<file path="src/rtl/nfsa_pkg.sv">
// Shared types and constants for the next-fit slot allocator.
// Holds the transfer payload structs, command and status codes, and the FSM state type.
// No dependencies.
package nfsa_pkg;

	// Flag bitmap geometry: one memory word holds this many slot flags.
	localparam int WORD_W = 64;
	localparam int BIT_W  = 6;

	// Default pool depth and the pool count after reset.
	localparam int         POOL_DEPTH_DEF = 1024;
	localparam int         COUNT_W        = 11;
	localparam logic [10:0] POOL_COUNT_RST = 11'd1024;

	// Field widths fixed by the payload.
	localparam int INDEX_W = 10;

	typedef enum logic {
		CMD_ALLOC = 1'b0,
		CMD_FREE  = 1'b1
	} cmd_t;

	typedef enum logic [1:0] {
		ST_OK        = 2'd0,
		ST_FULL      = 2'd1,
		ST_BAD_INDEX = 2'd2
	} status_t;

	typedef struct packed {
		cmd_t               command;
		logic [INDEX_W-1:0] free_index;
	} cmd_item_t;

	typedef struct packed {
		status_t            status;
		logic [INDEX_W-1:0] granted_index;
	} res_item_t;

	// Tag that travels with each word read during a search.
	typedef struct packed {
		logic first;   // first visit of the start word: only bits at or above the cursor
		logic rev;     // wrap-around revisit of the start word: only bits below the cursor
		logic last;    // last word of the search
	} scan_tag_t;

	typedef enum logic [2:0] {
		FSM_CLEAR,
		FSM_IDLE,
		FSM_SCAN,
		FSM_FREE_WR,
		FSM_DONE
	} fsm_t;

endpackage

</file>
<file path="src/rtl/nfsa_flag_ram.sv">
// Flag bitmap storage for the slot allocator: one write port, one registered read port.
// Depends on nfsa_pkg for the word width.
module nfsa_flag_ram #(
	parameter int POOL_DEPTH = nfsa_pkg::POOL_DEPTH_DEF,
	parameter int WA_W       =
		((POOL_DEPTH + nfsa_pkg::WORD_W - 1) / nfsa_pkg::WORD_W > 1)
		? $clog2((POOL_DEPTH + nfsa_pkg::WORD_W - 1) / nfsa_pkg::WORD_W) : 1
) (
	input  logic                        clk,
	input  logic                        rd_en,
	input  logic [WA_W-1:0]             rd_addr,
	output logic [nfsa_pkg::WORD_W-1:0] rd_data,
	input  logic                        wr_en,
	input  logic [WA_W-1:0]             wr_addr,
	input  logic [nfsa_pkg::WORD_W-1:0] wr_data
);
	import nfsa_pkg::*;

	localparam int WORDS = (POOL_DEPTH + WORD_W - 1) / WORD_W;

	logic [WORD_W-1:0] mem [WORDS];

	// Write port.
	always_ff @(posedge clk) begin
		if (wr_en) begin
			mem[wr_addr] <= wr_data;
		end
	end

	// Registered read port.
	always_ff @(posedge clk) begin
		if (rd_en) begin
			rd_data <= mem[rd_addr];
		end
	end

endmodule

</file>
<file path="src/rtl/nfsa_word_scan.sv">
// Search unit of the slot allocator: masks one flag word and finds its lowest free slot.
// Depends on nfsa_pkg for the word geometry and the scan tag.
module nfsa_word_scan #(
	parameter int WA_W = 4,
	parameter int NW   = 11
) (
	input  logic [nfsa_pkg::WORD_W-1:0] data,
	input  logic [WA_W-1:0]             word,
	input  logic [NW-1:0]               count,
	input  logic [nfsa_pkg::BIT_W-1:0]  start_bit,
	input  nfsa_pkg::scan_tag_t         tag,
	output logic                        found,
	output logic [nfsa_pkg::BIT_W-1:0]  bit_idx
);
	import nfsa_pkg::*;

	logic [NW-BIT_W-1:0] word_ext;
	logic [NW-BIT_W-1:0] full_words;
	logic [WORD_W-1:0]   lim_mask;
	logic [WORD_W-1:0]   pos_mask;
	logic [WORD_W-1:0]   free_bits;

	assign word_ext   = (NW-BIT_W)'(word);
	assign full_words = count[NW-1:BIT_W];

	// Slots at or beyond the pool count are never candidates.
	always_comb begin
		if (word_ext < full_words) begin
			lim_mask = '1;
		end else if (word_ext == full_words) begin
			lim_mask = ~({WORD_W{1'b1}} << count[BIT_W-1:0]);
		end else begin
			lim_mask = '0;
		end
	end

	// The start word is split around the cursor between its first visit and its revisit.
	always_comb begin
		if (tag.first) begin
			pos_mask = {WORD_W{1'b1}} << start_bit;
		end else if (tag.rev) begin
			pos_mask = ~({WORD_W{1'b1}} << start_bit);
		end else begin
			pos_mask = '1;
		end
	end

	assign free_bits = ~data & lim_mask & pos_mask;
	assign found     = |free_bits;

	// Lowest free bit wins.
	always_comb begin
		bit_idx = '0;
		for (int b = WORD_W - 1; b >= 0; b--) begin
			if (free_bits[b]) begin
				bit_idx = BIT_W'(b);
			end
		end
	end

endmodule

</file>
<file path="src/rtl/next_fit_slot_allocator.sv">
// Top level of the next-fit slot allocator: sequencer, cursor, pool count and result register.
// Depends on nfsa_pkg, nfsa_flag_ram and nfsa_word_scan.
//
//  channel | direction | handshake          | payload
//  --------+-----------+--------------------+---------------------------------
//  cmd     | in        | cmd_valid/cmd_stall | command, free_index
//  res     | out       | res_valid/res_stall | status, granted_index
//  cfg     | in        | cfg_we              | pool_count (cfg_data)
//
// An allocate reads 64-bit flag words, one word per cycle, through the single flag memory
// read port until a free slot is found, at most ceil(pool_count/64) + 1 words. A free reads
// its flag word, then modifies and writes it; a bad index or an empty pool goes straight to
// DONE. After reset a clearing pass writes every flag word with cmd_stall high; cfg writes
// are taken anytime. cmd_stall is high while an item is in work, also while a finished
// item waits in DONE for a held result to leave the result register.
module next_fit_slot_allocator #(
	parameter int POOL_DEPTH = nfsa_pkg::POOL_DEPTH_DEF
) (
	input  logic                           clk,
	input  logic                           arst_n,
	input  logic                           cmd_valid,
	output logic                           cmd_stall,
	input  nfsa_pkg::cmd_item_t            cmd,
	output logic                           res_valid,
	input  logic                           res_stall,
	output nfsa_pkg::res_item_t            res,
	input  logic                           cfg_we,
	input  logic [nfsa_pkg::COUNT_W-1:0]   cfg_data
);
	import nfsa_pkg::*;

	localparam int WORDS   = (POOL_DEPTH + WORD_W - 1) / WORD_W;
	localparam int WA_W    = (WORDS > 1) ? $clog2(WORDS) : 1;
	localparam int PADDR_W = WA_W + BIT_W;
	localparam int NW      = (COUNT_W > PADDR_W + 1) ? COUNT_W : PADDR_W + 1;
	localparam int WU_W    = WA_W + 1;

	fsm_t state_q, state_d;

	logic [COUNT_W-1:0] pool_count_q;
	logic [PADDR_W-1:0] cursor_q;
	logic [BIT_W-1:0]   start_bit_q;
	logic [WA_W-1:0]    rd_word_q;
	logic [WU_W-1:0]    iss_k_q;
	logic [WA_W-1:0]    clr_cnt_q;
	logic [PADDR_W-1:0] free_slot_q;
	res_item_t          pend_q;
	res_item_t          res_q;
	logic               res_valid_q;

	logic               vld_s1;
	logic [WA_W-1:0]    word_s1;
	scan_tag_t          tag_s1;

	logic [NW-1:0]      pc_ext;
	logic [NW-1:0]      n_eff;
	logic [NW-1:0]      n_round;
	logic [WU_W-1:0]    words_used;
	logic [WU_W-1:0]    visits;
	logic [NW-1:0]      cur_ext;
	logic [PADDR_W-1:0] start_slot;
	logic [NW-1:0]      idx_ext;
	logic               idx_bad;
	logic               cmd_xfer;
	logic               res_free;
	logic               issue;
	logic [WA_W-1:0]    next_word;

	logic               rd_en;
	logic [WA_W-1:0]    rd_addr;
	logic [WORD_W-1:0]  rd_data;
	logic               wr_en;
	logic [WA_W-1:0]    wr_addr;
	logic [WORD_W-1:0]  wr_data;

	logic               scan_found;
	logic [BIT_W-1:0]   scan_bit;
	logic [NW-1:0]      slot_ext;
	logic [NW-1:0]      slot_next;

	// Effective pool size and the number of flag words it spans.
	assign pc_ext     = NW'(pool_count_q);
	assign n_eff      = (pc_ext > NW'(POOL_DEPTH)) ? NW'(POOL_DEPTH) : pc_ext;
	assign n_round    = n_eff + NW'(WORD_W - 1);
	assign words_used = WU_W'(n_round >> BIT_W);
	assign visits     = words_used + WU_W'(start_bit_q != '0);

	// Search start and free index checks at the transfer.
	assign cur_ext    = NW'(cursor_q);
	assign start_slot = (cur_ext >= n_eff) ? '0 : cursor_q;
	assign idx_ext    = NW'(cmd.free_index);
	assign idx_bad    = idx_ext >= n_eff;

	assign cmd_xfer   = cmd_valid && !cmd_stall;
	assign res_free   = !res_valid_q || !res_stall;
	assign issue      = (iss_k_q < visits);
	assign next_word  = (WU_W'(rd_word_q) + WU_W'(1) == words_used) ? '0
	                    : rd_word_q + WA_W'(1);

	// Granted slot and the cursor just past it.
	assign slot_ext  = NW'({word_s1, scan_bit});
	assign slot_next = (slot_ext + NW'(1) >= n_eff) ? '0 : slot_ext + NW'(1);

	nfsa_flag_ram #(
		.POOL_DEPTH (POOL_DEPTH),
		.WA_W       (WA_W)
	) u_ram (
		.clk     (clk),
		.rd_en   (rd_en),
		.rd_addr (rd_addr),
		.rd_data (rd_data),
		.wr_en   (wr_en),
		.wr_addr (wr_addr),
		.wr_data (wr_data)
	);

	nfsa_word_scan #(
		.WA_W (WA_W),
		.NW   (NW)
	) u_scan (
		.data      (rd_data),
		.word      (word_s1),
		.count     (n_eff),
		.start_bit (start_bit_q),
		.tag       (tag_s1),
		.found     (scan_found),
		.bit_idx   (scan_bit)
	);

	// Next state.
	always_comb begin
		state_d = state_q;
		case (state_q)
			FSM_CLEAR: begin
				if (clr_cnt_q == WA_W'(WORDS - 1)) begin
					state_d = FSM_IDLE;
				end
			end
			FSM_IDLE: begin
				if (cmd_xfer) begin
					if (cmd.command == CMD_FREE) begin
						state_d = idx_bad ? FSM_DONE : FSM_FREE_WR;
					end else begin
						state_d = (n_eff == '0) ? FSM_DONE : FSM_SCAN;
					end
				end
			end
			FSM_SCAN: begin
				if (vld_s1 && (scan_found || tag_s1.last)) begin
					state_d = FSM_DONE;
				end
			end
			FSM_FREE_WR: begin
				state_d = FSM_DONE;
			end
			FSM_DONE: begin
				if (res_free) begin
					state_d = FSM_IDLE;
				end
			end
			default: begin
				state_d = FSM_IDLE;
			end
		endcase
	end

	// Memory port control and input stall.
	always_comb begin
		cmd_stall = 1'b1;
		rd_en     = 1'b0;
		rd_addr   = rd_word_q;
		wr_en     = 1'b0;
		wr_addr   = word_s1;
		wr_data   = rd_data | (WORD_W'(1) << scan_bit);
		case (state_q)
			FSM_CLEAR: begin
				wr_en   = 1'b1;
				wr_addr = clr_cnt_q;
				wr_data = '0;
			end
			FSM_IDLE: begin
				cmd_stall = 1'b0;
				rd_en     = cmd_valid && (cmd.command == CMD_FREE);
				rd_addr   = idx_ext[PADDR_W-1:BIT_W];
			end
			FSM_SCAN: begin
				rd_en = issue;
				wr_en = vld_s1 && scan_found;
			end
			FSM_FREE_WR: begin
				wr_en   = 1'b1;
				wr_addr = free_slot_q[PADDR_W-1:BIT_W];
				wr_data = rd_data & ~(WORD_W'(1) << free_slot_q[BIT_W-1:0]);
			end
			default: begin
				cmd_stall = 1'b1;
			end
		endcase
	end

	// Control state: FSM, configuration, cursor, clear counter, issue counter, read tag valid, result valid.
	always_ff @(posedge clk or negedge arst_n) begin
		if (!arst_n) begin
			state_q      <= FSM_CLEAR;
			pool_count_q <= POOL_COUNT_RST;
			cursor_q     <= '0;
			clr_cnt_q    <= '0;
			iss_k_q      <= '0;
			vld_s1       <= 1'b0;
			res_valid_q  <= 1'b0;
		end else begin
			state_q <= state_d;
			if (cfg_we) begin
				pool_count_q <= cfg_data;
			end
			if (state_q == FSM_CLEAR) begin
				clr_cnt_q <= clr_cnt_q + WA_W'(1);
			end
			if (state_q == FSM_IDLE) begin
				iss_k_q <= '0;
				vld_s1  <= 1'b0;
			end else if (state_q == FSM_SCAN) begin
				// A found slot ends the search, so a read issued in the same cycle is dropped.
				vld_s1 <= issue && !(vld_s1 && scan_found);
				if (issue) begin
					iss_k_q <= iss_k_q + WU_W'(1);
				end
				if (vld_s1 && scan_found) begin
					cursor_q <= slot_next[PADDR_W-1:0];
				end
			end else begin
				vld_s1 <= 1'b0;
			end
			// The result register fills as the sequencer leaves DONE and empties on a transfer.
			if (state_q == FSM_DONE && res_free) begin
				res_valid_q <= 1'b1;
			end else if (!res_stall) begin
				res_valid_q <= 1'b0;
			end
		end
	end

	// Payload and search bookkeeping.
	always_ff @(posedge clk) begin
		if (state_q == FSM_IDLE && cmd_xfer) begin
			start_bit_q <= start_slot[BIT_W-1:0];
			rd_word_q   <= start_slot[PADDR_W-1:BIT_W];
			free_slot_q <= idx_ext[PADDR_W-1:0];
			pend_q.granted_index <= '0;
			if (cmd.command == CMD_FREE) begin
				pend_q.status <= idx_bad ? ST_BAD_INDEX : ST_OK;
			end else begin
				pend_q.status <= ST_FULL;
			end
		end
		if (state_q == FSM_SCAN) begin
			if (issue) begin
				rd_word_q    <= next_word;
				word_s1      <= rd_word_q;
				tag_s1.first <= (iss_k_q == '0);
				tag_s1.rev   <= (iss_k_q == words_used);
				tag_s1.last  <= (iss_k_q == visits - WU_W'(1));
			end
			if (vld_s1 && scan_found) begin
				pend_q.status        <= ST_OK;
				pend_q.granted_index <= slot_ext[INDEX_W-1:0];
			end
		end
		if (state_q == FSM_DONE && res_free) begin
			res_q <= pend_q;
		end
	end

	assign res_valid = res_valid_q;
	assign res       = res_q;

	// No result leaves during the clearing pass.
	a_no_res_in_clear: assert property (@(posedge clk) disable iff (!arst_n)
		(state_q == FSM_CLEAR) |-> !res_valid)
		else $error("result valid during the flag clearing pass");

	// A failed or free result never carries a granted slot.
	a_grant_only_ok: assert property (@(posedge clk) disable iff (!arst_n)
		(res_valid && res.status != ST_OK) |-> (res.granted_index == '0))
		else $error("granted index set on a non-ok result");

	// A command transfer always starts work, so the next cycle is not idle.
	a_xfer_busy: assert property (@(posedge clk) disable iff (!arst_n)
		(cmd_valid && !cmd_stall) |=> (state_q != FSM_IDLE))
		else $error("command transfer did not start work");

	// A found slot ends the search in the next cycle.
	a_found_done: assert property (@(posedge clk) disable iff (!arst_n)
		(state_q == FSM_SCAN && vld_s1 && scan_found) |=> (state_q == FSM_DONE))
		else $error("search continued after a free slot was found");

endmodule
</file>
<file path="config.mk">
export PLATFORM = sky130hd
export DESIGN_NAME = next_fit_slot_allocator
export DESIGN_NICKNAME = d
export VERILOG_FILES = /design/src/rtl/nfsa_pkg.sv /design/src/rtl/nfsa_flag_ram.sv /design/src/rtl/nfsa_word_scan.sv /design/src/rtl/next_fit_slot_allocator.sv
export SDC_FILE = /design/constraint.sdc
export NUM_CORES = 2
export LEC_CHECK = 0
export BUFFER_PORTS_ARGS = -buffer_cell sky130_fd_sc_hd__buf_4
export CORE_ASPECT_RATIO = 1.1
export CORE_MARGIN = 2
export CORE_UTILIZATION = 40
export DETAILED_ROUTE_END_ITERATION = 7
export HOLD_SLACK_MARGIN = 0.12
export SYNTH_ARGS = -nofsm -noshare
export SYNTH_HDL_FRONTEND = slang
export SYNTH_SLANG_ARGS = --single-unit
</file>
<file path="constraint.sdc">
create_clock -name clk -period 11.8 [get_ports clk]
set_input_delay 2.36 -clock clk [delete_from_list [all_inputs] [get_ports clk]]
set_output_delay 2.36 -clock clk [all_outputs]
set_load 0.05 [all_outputs]
</file>
# Word-level counts from Yosys, hierarchy flattened
# Memories as Yosys holds them, arrays and structs flattened. A register that Yosys moved wholly into a read port is not among the register bits.
# Cells that the tools add are included.
# totals
register_bits	86
ram_bits	1024
input_bits	27
wordCells	187
n_memories	1
# mem_list
name	words	width	rd	rd_ports_with_merged_regs	write_ports	line	source
u_ram.mem	16	64	1	1	1	nfsa_flag_ram.sv:21	logic [WORD_W-1:0] mem [WORDS];
# classes
n_addsub	8
magnitude_cmp	6
eq_ne	14
shifts	4
muxes	103
bitwise	9
n_reduce_logical	24
# ops
operator	n
6-bit 2-to-1 mux	64
64-bit 2-to-1 mux	4
64-bit NOT	4
64-bit AND	3
64-bit case mux with 2 select lines	1
1-bit by 6-bit << shifter with 64-bit output, first input constant	2
64-bit by 6-bit << shifter with 64-bit output, first input constant	2
64-bit OR	1
64-bit OR reduction	1
12-bit 2-to-1 mux	3
10-bit by 11-bit greater-or-equal comparator with 1-bit output	2
3-bit 2-to-1 mux	7
10-bit 2-to-1 mux	2
4-bit 2-to-1 mux	5
5-bit equality test	3
5-bit 2-to-1 mux	3
3-bit case mux with 5 select lines	1
10-bit by 1-bit adder with 11-bit output, second input constant	1
11-bit by 6-bit adder with 11-bit output, second input constant	1
11-bit greater-or-equal comparator	1
11-bit greater-than comparator, second input constant	1
11-bit logical NOT	1
11-bit 2-to-1 mux	1
4-bit by 1-bit adder with 4-bit output, second input constant	2
other kinds (29)	52

# Longest topological paths before layout
# depth
depth_word	75
mapped_depth	31
ltp_nobuf	27

# Hierarchy
# From an unflattened synthesis, not the netlist that was laid out.
# hier_totals
hier_cells	2998
area_unflattened_um2	50372.1
# modules_own_cells
module	n_inst	cells_each	area_each_um2	seq_area_each_um2
nfsa_flag_ram	1	1647	40222.3	32671.3
next_fit_slot_allocator	1	739	6343.6	2248.4
nfsa_word_scan	1	612	3806.2	0.0

# Worst setup path after synthesis
# OpenSTA, ideal clock, no wires.
# synth_path
path_type	reg2reg
startpoint	register pool_count_q[10], in the netlist pc_ext[10]
endpoint	memory u_ram.mem[4][0] (enable)
setup_ns	0.486
arrival_time_ns	6.539
slack_ns	4.774
path_stages_with_launch	19
path_buffers	4
synth_period_minus_slack_ns	7.026
path_cell_list	dfstp_2 -> buf_2 -> inv_1 -> buf_1 -> nand2_1 -> ha_1 -> a21oi_1 -> or2_1 -> clkbuf_1 -> a2bb2oi_1 -> a2111oi_0 -> a21o_1 -> and4bb_2 -> nand4b_1 -> o211ai_1 -> buf_2 -> a21oi_1 -> nand2_1 -> nor2_1
# synth_between
elab_chain_len	13
# synth_lines
element	line	source
start, declared	next_fit_slot_allocator.sv:40	logic [COUNT_W-1:0] pool_count_q;
start signal, assigned	next_fit_slot_allocator.sv:214	pool_count_q <= cfg_data;
11-bit greater-than comparator	next_fit_slot_allocator.sv:83	assign n_eff = (pc_ext > NW'(POOL_DEPTH)) ? NW'(POOL_DEPTH) : pc_ext;
11-bit 2-to-1 mux (*)	next_fit_slot_allocator.sv:83	
64-bit by 6-bit << shifter with 64-bit output	nfsa_word_scan.sv:31	lim_mask = ~({WORD_W{1'b1}} << count[BIT_W-1:0]);
64-bit NOT	nfsa_word_scan.sv:31	
64-bit 2-to-1 mux	nfsa_word_scan.sv:30	end else if (word_ext == full_words) begin
64-bit 2-to-1 mux (*)	nfsa_word_scan.sv:28	if (word_ext < full_words) begin
64-bit AND (*) (2 in series)	nfsa_word_scan.sv:48	assign free_bits = ~data & lim_mask & pos_mask;
64-bit OR reduction (*)	nfsa_word_scan.sv:49	assign found = |free_bits;
1-bit logical AND (*)	next_fit_slot_allocator.sv:188	wr_en = vld_s1 && scan_found;
1-bit case mux with 2 select lines (*)	next_fit_slot_allocator.sv:175	case (state_q)
1-bit 2-to-1 mux (*)	nfsa_flag_ram.sv:25	if (wr_en) begin
1-bit 2-to-1 mux (not written as such) (*)	nfsa_flag_ram.sv:26	mem[wr_addr] <= wr_data;
end, declared	nfsa_flag_ram.sv:21	
# Mark *: on every way between the ends. The rest lies on a longest branch, timed or not.

# Final worst setup path
# layout_path
startpoint	register pool_count_q[10], in the netlist pc_ext[10]
endpoint	register cursor_q[1]
# layout_between
elab_chain_len	75
# layout_lines
element	line	source
11-bit greater-than comparator	next_fit_slot_allocator.sv:83	
11-bit 2-to-1 mux (*)	next_fit_slot_allocator.sv:83	
64-bit by 6-bit << shifter with 64-bit output	nfsa_word_scan.sv:31	
64-bit NOT	nfsa_word_scan.sv:31	
64-bit 2-to-1 mux	nfsa_word_scan.sv:30	
64-bit 2-to-1 mux	nfsa_word_scan.sv:28	
64-bit AND (2 in series)	nfsa_word_scan.sv:48	
6-bit 2-to-1 mux (64 in series)	nfsa_word_scan.sv:55	if (free_bits[b]) begin
10-bit by 1-bit adder with 11-bit output	next_fit_slot_allocator.sv:102	assign slot_next = (slot_ext + NW'(1) >= n_eff) ? '0 : slot_ext + NW'(1);
11-bit greater-or-equal comparator	next_fit_slot_allocator.sv:102	
10-bit 2-to-1 mux	next_fit_slot_allocator.sv:102	
end signal, assigned	next_fit_slot_allocator.sv:229	cursor_q <= slot_next[PADDR_W-1:0];
end, declared	next_fit_slot_allocator.sv:41	logic [PADDR_W-1:0] cursor_q;
# Marks and branches as above.
# A chain may end at the register's enable or synchronous reset.

==> results.cfg <==
[run_status]
status = completed

[clock_tree]
clk_latency_ps = 780
ctsResizeCount = 0
htreeDepth = 3
cts_tree = yes
clockBufferDepth = 3
clock-root-buffer = clkbuf_16
cts_buffers = 114
post_cts_buffers = 0
clk_pin_slew_ps = 60
hold_buffers = 0
clock_sinks = 1174

[final_layout]
mostFrequentLayoutCell = edfxtp_1
multi_input_area_mm2 = 0.01580
seq_area_mm2 = 0.03492
drive_above_1_share_pct = 8.577
post-route-util_pct = 44.81
fillers = 11440
final_cells = 5749
diodes = 0
area_growth_pct = 11.27
stdcell_area_mm2 = 0.05764
layout_common_cells = 1123 x edfxtp_1, 687 x nand2_1, 343 x a211oi_1
nets = 4053

[detailed_routing]
routed_wl_um = 159800
vias = 34820
dr.pass1.iters = 7
vias_per_cell = 6.057
drt_iter0_drc = 3787
drtAntennaViolNets = 0
drc_errors = 0
routedWlPerCell_um = 27.80

[hold_path]
min_from = pend_q[10]
hp-class = reg -> reg
hold_path_end = res[10]
whs_path_depth = 0

[floorplan]
num_rows = 138
fp.dieH_um = 381.4
core-area_mm2 = 0.1286
dieArea_mm2 = 0.1324
io_pins = 41
die_w_um = 347.1
start_util_pct = 40.27

[setup_path]
reg2reg_slack_ps = 3670
slowest_delay_ps = 820
r2r-end = cursor_q[1]
start_kind = flop
arrival_ps = 8800
required_ps = 12470
r2r-start = pc_ext[10]
r2r.worst_path.cells = 26
cp_top_family = compound AO/OA/AOI/OAI gates
critPathBufInv = 2
cp_slowest_cell = dfstp_2
crit_path_end_kind = flop
critical_path_class = reg -> reg
crit_fanout = 27

[pwr]
p_per_area_mw_per_mm2 = 299.2
leakagePower_nw = 18.69
power.total_mw = 17.24
ir_drop_mv = 0.1819

[logic_synthesis]
netlist_area_mm2 = 0.05180
synth_ff_type = edfxtp_1
async_flop_share_pct = 2.981
synth_fp_nets = 4113
synth_cell_types = 103
yosys_warnings = 0
synth-seq-area-share_pct = 67.41
synth_edf_count = 1123
ys_seq_elements = 1174
synthCells = 4034
postSynthAreaPerCell_um2 = 12.84

[global_route]
gr-total-overflow = 0
antenna_found_initial = 2
grt_pass1_vias = 33440
grt_pass1_wl_um = 232500
grt_max_degree = 183
grt_util_all_layers_pct = 23.79

[placed_design]
place_inst = 5538
dp_hpwl_um = 94900
dpl_cell_area_mm2 = 0.05390
dp_slack_ps = 3908
portBuffers = 40
gp_congestion = 1.037

[sta]
hold_ws_ps = 432.1
worst_slew_pin_slew_ps = 1197
fin_crit_sh_pct = 68.89
period_needed_ps = 8129
hold_violations = 0
finalMaxSlewViolations = 0
finalSetupTns_ps = 0
skew_ps = 83.31
timing.final.setup_violations = 0
max_freq_mhz = 123.0
relSlewSlack_pct = 19.66
setup_ws_ps = 3671
grt_setup_unrepaired = no

[job]
cap_violations = 0
final cells by class:
cell class | instances | share of cell area, %
Clock buffer | 139 | 5.147
Clock inverter | 72 | 1.344
Inverter | 34 | 0.2214
Multi-Input combinational cell | 2536 | 27.40
Sequential cell | 1174 | 60.58
Tap cell | 1680 | 3.647
Timing Repair Buffer | 114 | 1.658
worst register-to-register path: cells and delay by family, from the launching register on:
kind                     cells  cell delay (ps)
AO/OA/AOI/OAI               12             3590
adder cells (fa/ha/maj)      4             1180
buffers and inverters        2              420
flip-flops                   1              820
AND/OR/NAND/NOR              8             2030
worst max path at each step:
| stage | cells after the start | end | from | slack, ps |
|---|---|---|---|---|
| floorplan | 18 | u_ram.mem[4][0] | pc_ext[10] | 4770 |
| global placement | 26 | cursor_q[3] | pc_ext[10] | 4040 |
| detailed placement | 26 | cursor_q[1] | pc_ext[10] | 3910 |
| CTS | 26 | cursor_q[1] | pc_ext[10] | 3850 |
| global route | 26 | cursor_q[1] | pc_ext[10] | 3340 |
| finish | 26 | cursor_q[1] | pc_ext[10] | 3670 |
metal layers:
| metal | vias to the layer above | track usage, % | wire length (um) |
|---|---|---|---|
| met3 | 293 | 3.697 | 10650 |
| met5 | - | 0 | 0 |
| met1 | 17680 | 32.72 | 68350 |
| met4 | 0 | 9.316 | 6080 |
| li1 | 15510 | - | - |
| met2 | 1338 | 37.94 | 74750 |
report_power, final:
group / total (mW) / switching [mW] / leakage, nW / internal (mW)
Clock: 3.64 / 1.60 / 1.80 / 2.04
Sequential: 6.84 / 0.432 / 10.8 / 6.41
Combinational: 6.76 / 4.98 / 6.05 / 1.78
flip-flops by register name, indices dropped and copies added, names as in the netlist, 4 cells and up:
register	flops
u_ram.mem	1024
u_ram.rd_data	64
pend_q	12
res	12
pc_ext	11
cursor_q	10
free_slot_q	10
start_bit_q	6
iss_k_q	5
clr_cnt_q	4
rd_word_q	4
word_s1	4
cell families after synthesis:
family / Yosys count / share of synthesized area (%)
AO/OA/AOI/OAI: 1135 / 15.96
XOR/XNOR: 35 / 0.6207
adder cells (fa/ha/maj): 52 / 1.256
buffers and inverters: 324 / 2.490
flip-flops: 1174 / 67.41
multiplexers: 19 / 0.3985
AND/OR/NAND/NOR: 1295 / 11.87
synthesized netlist by cell type, types with 9 or more instances:
| cell type | number | area share [%] |
|---|---|---|
| a211oi_1 | 343 | 5.0 |
| a21oi_1 | 183 | 1.8 |
| a221o_1 | 9 | 0.17 |
| a221oi_1 | 9 | 0.15 |
| a22o_1 | 10 | 0.17 |
| a311oi_1 | 138 | 2.3 |
| a31oi_1 | 145 | 1.8 |
| a32o_1 | 65 | 1.3 |
| and2_1 | 274 | 3.3 |
| and3_1 | 13 | 0.16 |
| buf_2 | 20 | 0.19 |
| clkbuf_1 | 254 | 1.8 |
| dfrtp_1 | 34 | 1.6 |
| dfxtp_1 | 16 | 0.62 |
| edfxtp_1 | 1123 | 65 |
| ha_1 | 52 | 1.3 |
| inv_1 | 30 | 0.22 |
| mux2_2 | 13 | 0.28 |
| nand2_1 | 688 | 5.0 |
| nand2b_1 | 16 | 0.19 |
| nand3_1 | 40 | 0.39 |
| nand4_1 | 17 | 0.21 |
| nor2_1 | 128 | 0.93 |
| nor2b_1 | 16 | 0.19 |
| nor3_1 | 31 | 0.30 |
| o2111a_1 | 9 | 0.20 |
| o2111ai_1 | 9 | 0.15 |
| o211ai_1 | 18 | 0.26 |
| o21a_1 | 15 | 0.22 |
| o21ai_0 | 69 | 0.67 |
| o22ai_1 | 9 | 0.11 |
| o31ai_1 | 10 | 0.14 |
| xnor2_1 | 17 | 0.29 |
| xor2_1 | 16 | 0.27 |
Note: power is estimated with default switching activity, not from simulation.
